==> config.mk <==
export PLATFORM = sky130hd
export DESIGN_NAME = lba_ram
export DESIGN_NICKNAME = d
export VERILOG_FILES = /design/src/sv/lba_ram.sv
export SDC_FILE = /design/constraint.sdc
export NUM_CORES = 2
export LEC_CHECK = 0
export BUFFER_PORTS_ARGS = -buffer_cell sky130_fd_sc_hd__buf_2
export CAP_MARGIN = 20
export CORE_UTILIZATION = 30
export CTS_CLUSTER_SIZE = 20
export DETAILED_ROUTE_END_ITERATION = 12
export GPL_TIMING_DRIVEN = 0
export SYNTH_ARGS = -nofsm -noshare
export SYNTH_HDL_FRONTEND = slang
export SYNTH_SLANG_ARGS = --single-unit
==> constraint.sdc <==
create_clock -name clk -period 3.2 [get_ports clk]
set_input_delay 0.8 -clock clk [delete_from_list [all_inputs] [get_ports clk]]
set_output_delay 0.8 -clock clk [all_outputs]
set_load 0.01 [all_outputs]
==> src/sv/lba_ram.sv <==
// ----------------------------------------------------------------------------
// Lease block allocator RAM
// Simple dual-port RAM with one write port and one registered read port.
// ----------------------------------------------------------------------------
module lba_ram #(
	parameter int WIDTH = 8,
	parameter int DEPTH = 256
) (
	input  logic                     clk,
	input  logic                     we,
	input  logic [$clog2(DEPTH)-1:0] waddr,
	input  logic [WIDTH-1:0]         wdata,
	input  logic [$clog2(DEPTH)-1:0] raddr,
	output logic [WIDTH-1:0]         rdata
);

	logic [WIDTH-1:0] mem [DEPTH];

	always_ff @(posedge clk) begin
		if (we) begin
			mem[waddr] <= wdata;
		end
		rdata <= mem[raddr];
	end

endmodule

## After elaboration in Yosys (flattened, before gate mapping)

Memories as Yosys holds them, arrays and structs flattened. A register that Yosys moved wholly into a read port is not among the register bits.
Index checks and enable logic that the tools add are counted.

| operators by class | value |
|---|---|
| magnitude comparators | 0 |
| bitwise logic cells | 0 |
| shifts and indexed selects | 0 |
| reduce and logical (&&, ||, !) cells | 0 |
| multiply operators | 0 |
| add/sub/neg operators | 0 |
| eq/ne operators | 0 |
| multiplexer cells | 2 |
| div/mod/pow operators | 0 |

Operators by type and width:

| cell | count |
|---|---|
| $mux W1 | 2 |

| word-level totals | value |
|---|---|
| ROM bits | 0 |
| memory bits (writable) | 2048 |
| bits of input ports | 26 |
| memories kept | 1 |
| output and inout bits | 8 |
| flip-flop bits (word level) | 0 |
| logic and storage cells | 3 |
| bits in latches | 0 |

Memories:

| memory | words | width | rd ports | clocked after memory_dff | write ports | line | RTL |
|---|---|---|---|---|---|---|---|
| mem | 256 | 8 | 1 | 1 | 1 | 17 | `logic [WIDTH-1:0] mem [DEPTH];` |

## Depth between registers and ports, before layout

| logic depth | value |
|---|---|
| word-level depth | 2 |
| depth in mapped cells | 11 |
| depth with buffers taken out | 6 |

## Worst setup path before layout

Ideal clock, no wire load.

| path | value |
|---|---|
| kind | input to register |
| start | in raddr[0] |
| end | reg rdata[2] (read register of mem) |
| data required time | 3069 ps |
| stages | 9 |
| path buffers | 4 |
| setup time | 131 ps |
| data arrival time | 2607 ps |
| setup slack | 462 ps |
| cell sequence | buf_6 buf_12 buf_8 buf_2 mux4_2 a22oi_1 a21oi_1 nor4_1 nor4_2 |

RTL lines:

| element | line | RTL |
|---|---|---|
| start, declared | 13 | `input logic [$clog2(DEPTH)-1:0] raddr,` |
| end, declared | 14 | `output logic [WIDTH-1:0] rdata` |

## Final worst setup path

| path | value |
|---|---|
| start | in waddr[0] |
| end | mem mem[47][1] (enable) |

RTL lines:

| element | line | RTL |
|---|---|---|
| start, declared | 11 | `input logic [$clog2(DEPTH)-1:0] waddr,` |
| end, declared | 17 |  |

No word-level cell before the write port.

==> results.json <==
{
  "status": "complete, but fails checks",
  "violations": "setup timing",
  "die_x_um": 517,
  "busiest_layer": "met2",
  "clock_latency_ps": 850,
  "min_period_ps": 3480,
  "cp-start-kind": "input port",
  "io_pins": 34,
  "switchingPower_mw": 12.9,
  "syn_area_per_cell_sq_um": 21.3,
  "yosys_warnings": 0,
  "use_met3": 0.0501,
  "syn-num-nets": 3759,
  "cts.sinks": 2056,
  "seq_area_sq_um": 61700,
  "grt_pass1_vias": 40600,
  "clk_pin_slew_ps": 60,
  "multi_input_area_sq_um": 17100,
  "crit_path_end_kind": "register",
  "synth_seq_cells": 2056,
  "vias_per_cell": 5.42,
  "final_cell_mix": "edfxtp_1 (2,048), mux4_2 (454), nor2_1 (206), clkbuf_16 (206), mux2i_1 (133)",
  "p_comb_frac": 0.058,
  "tns_ps": -36340,
  "synth_cells": 3733,
  "cp.required_ps": 3680,
  "antenna_left": 0,
  "criticalPathCategory": "in2reg",
  "gp_congestion": 0.946,
  "crit_arrival_ps": 3960,
  "area_growth_pct": 16.2,
  "yosysTopAreaCellShare": 0.773,
  "h-tree-depth": 4,
  "finalNonFillerCells": 7697,
  "grtUsageMet1": 0.233,
  "drv_slew": 0,
  "overflow": 0,
  "drc": 0,
  "sw_frac_of_total": 0.226,
  "timing.final.ws_setup_ps": -277,
  "pwr-share-seq": 0.519,
  "synth_edf_count": 2048,
  "port-buffer-count": 26,
  "utilization": 0.351,
  "worst_pin_slew_ps": 1130,
  "placed_cell_area_sq_um": 84800,
  "ctsHoldBuffers": 0,
  "synth_top_area_cell": "edfxtp_1",
  "numCtsBuffers": 206,
  "holdCritPathClass": "in2reg",
  "hold_violations": 0,
  "clock_skew_ps": 44.9,
  "rsz0062_at_grt": "yes",
  "totalWireLength_mm": 244,
  "drtPass1Iterations": 7,
  "die_h_um": 517,
  "row_count": 188,
  "setup_viol": 541,
  "clockBufferDepth": 3,
  "vias": 41700,
  "cts_tree": "yes",
  "fin_area_sq_um": 92400,
  "synth_cell_types": 55,
  "intPower_mw": 44.3,
  "ys_async_sr_fraction": 0,
  "irDropWorstVdd_uv": 486,
  "initial_core_util": 0.303,
  "grt_use_total": 0.180,
  "synth_ff_type": "edfxtp_1",
  "total_power_mw": 57.2,
  "cts_root_buf": "clkbuf_16",
  "fin_crit_sh": 1.09,
  "hpwl_mm": 162,
  "coreArea_sq_um": 263000,
  "fp.dieArea_sq_um": 267000,
  "drive_gt1_frac": 0.265,
  "drt_iter0_drc": 6151,
  "antenna_found_initial": 28,
  "synth_area_sq_um": 79600,
  "grt_max_degree": 157,
  "slew_headroom": 0.244,
  "seq_area_frac_synth": 0.775,
  "maxCapViolCount": 0,
  "power.leakage_nw": 28.0,
  "final_common_cell": "edfxtp_1",
  "wire_per_inst_um": 31.7,
  "p_clk_frac": 0.422,
  "fillers": 24400,
  "grtUsageMet2": 0.283,
  "grt_pass1_wl_mm": 331,
  "max_freq_ghz": 0.288,
  "p_per_area_nw_per_um2": 619,
  "dp_cells": 7313,
  "worstPathMaxFanout": 10,
  "layout.nets": 4031,
  "synth.area.top_cells": "edfxtp_1 (77%), mux4_2 (13%), mux2i_1 (1.7%)"
}
## kinds of logic after synthesis
kind of cell | Yosys count | synth area share
AO/OA/AOI/OAI | 385 | 0.0342
buffers and inverters | 235 | 0.0183
flip-flops | 2056 | 0.775
multiplexers | 591 | 0.146
AND/OR/NAND/NOR | 466 | 0.0263
## per-stage QoR
stage,setup slack [ps],hold slack (ps)
floorplan,462,770
global route,-158,320
detailed placement,-2190,1210
global placement,-2950,1210
finish,-277,339
CTS,-44.1,292
## sequential cells by signal, summed over array words and instances, names as in the netlist
| register | flops |
|---|---|
| mem | 2048 |
| rdata | 8 |
## routing by layer
metal / vias to the layer above / wire (um)
met5: - / 69
met4: 12 / 11500
met3: 500 / 27400
met2: 2682 / 113000
met1: 22200 / 91600
li1: 16300 / -
## power by group through the flow
stage | Combinational [mW] | Clock, mW | Sequential, mW
global placement | 3.03 | 0 | 30.4
floorplan | 1.44 | 0 | 30.3
finish | 3.34 | 24.1 | 29.7
detailed placement | 3.17 | 0 | 30.3
CTS | 3.25 | 24.3 | 29.7
global route | 3.40 | 25.3 | 29.7
## critical path: stages
cell and delay (ps):
clkbuf_1 410, nand4_1 520, inv_1 200, nand2_1 360, clkbuf_2 740, nor2_1 910
## cells in the mapped netlist, drive strengths merged (12+ instances only)
cell type / instances
o221ai: 47
o22ai: 28
nor2b: 31
a221oi: 14
a22oi: 133
clkbuf: 111
nor2: 282
nand2: 33
mux4: 456
nor4: 27
nand3: 34
o21ai: 12
buf: 122
edfxtp: 2048
mux2i: 134
a211oi: 16
nor3: 22
a21oi: 96
## worst paths after layout
check / startpoint / end / slack [ps] / depth (start not counted)
worst min register to register: mem[220][5] / rdata[5] / 1430 / 6
worst max register to register: mem[129][1] / rdata[1] / 380 / 7
worst min-delay path: wdata[4] / mem[80][4] / 340 / 1
worst max-delay path: waddr[0] / mem[47][1] / -280 / 6
## final cells by class
cell class / instances / area share
tap: 3515 / 0.0476
clock buffer: 248 / 0.0575
antenna: 8 / 0.000217
multi-input combinational: 1442 / 0.185
buffer: 230 / 0.0178
clock inverter: 129 / 0.0156
inverter: 2 / 0.0000812
sequential: 2056 / 0.667
timing repair buffer: 67 / 0.00944
## repair_timing
action / in CTS / in global routing
buffers inserted: 2 / 0
pin swaps: 4 / 4
resized for setup: 139 / 120
endpoints found under the setup margin: 100 / 345
Power figures use the tool's default switching activity.
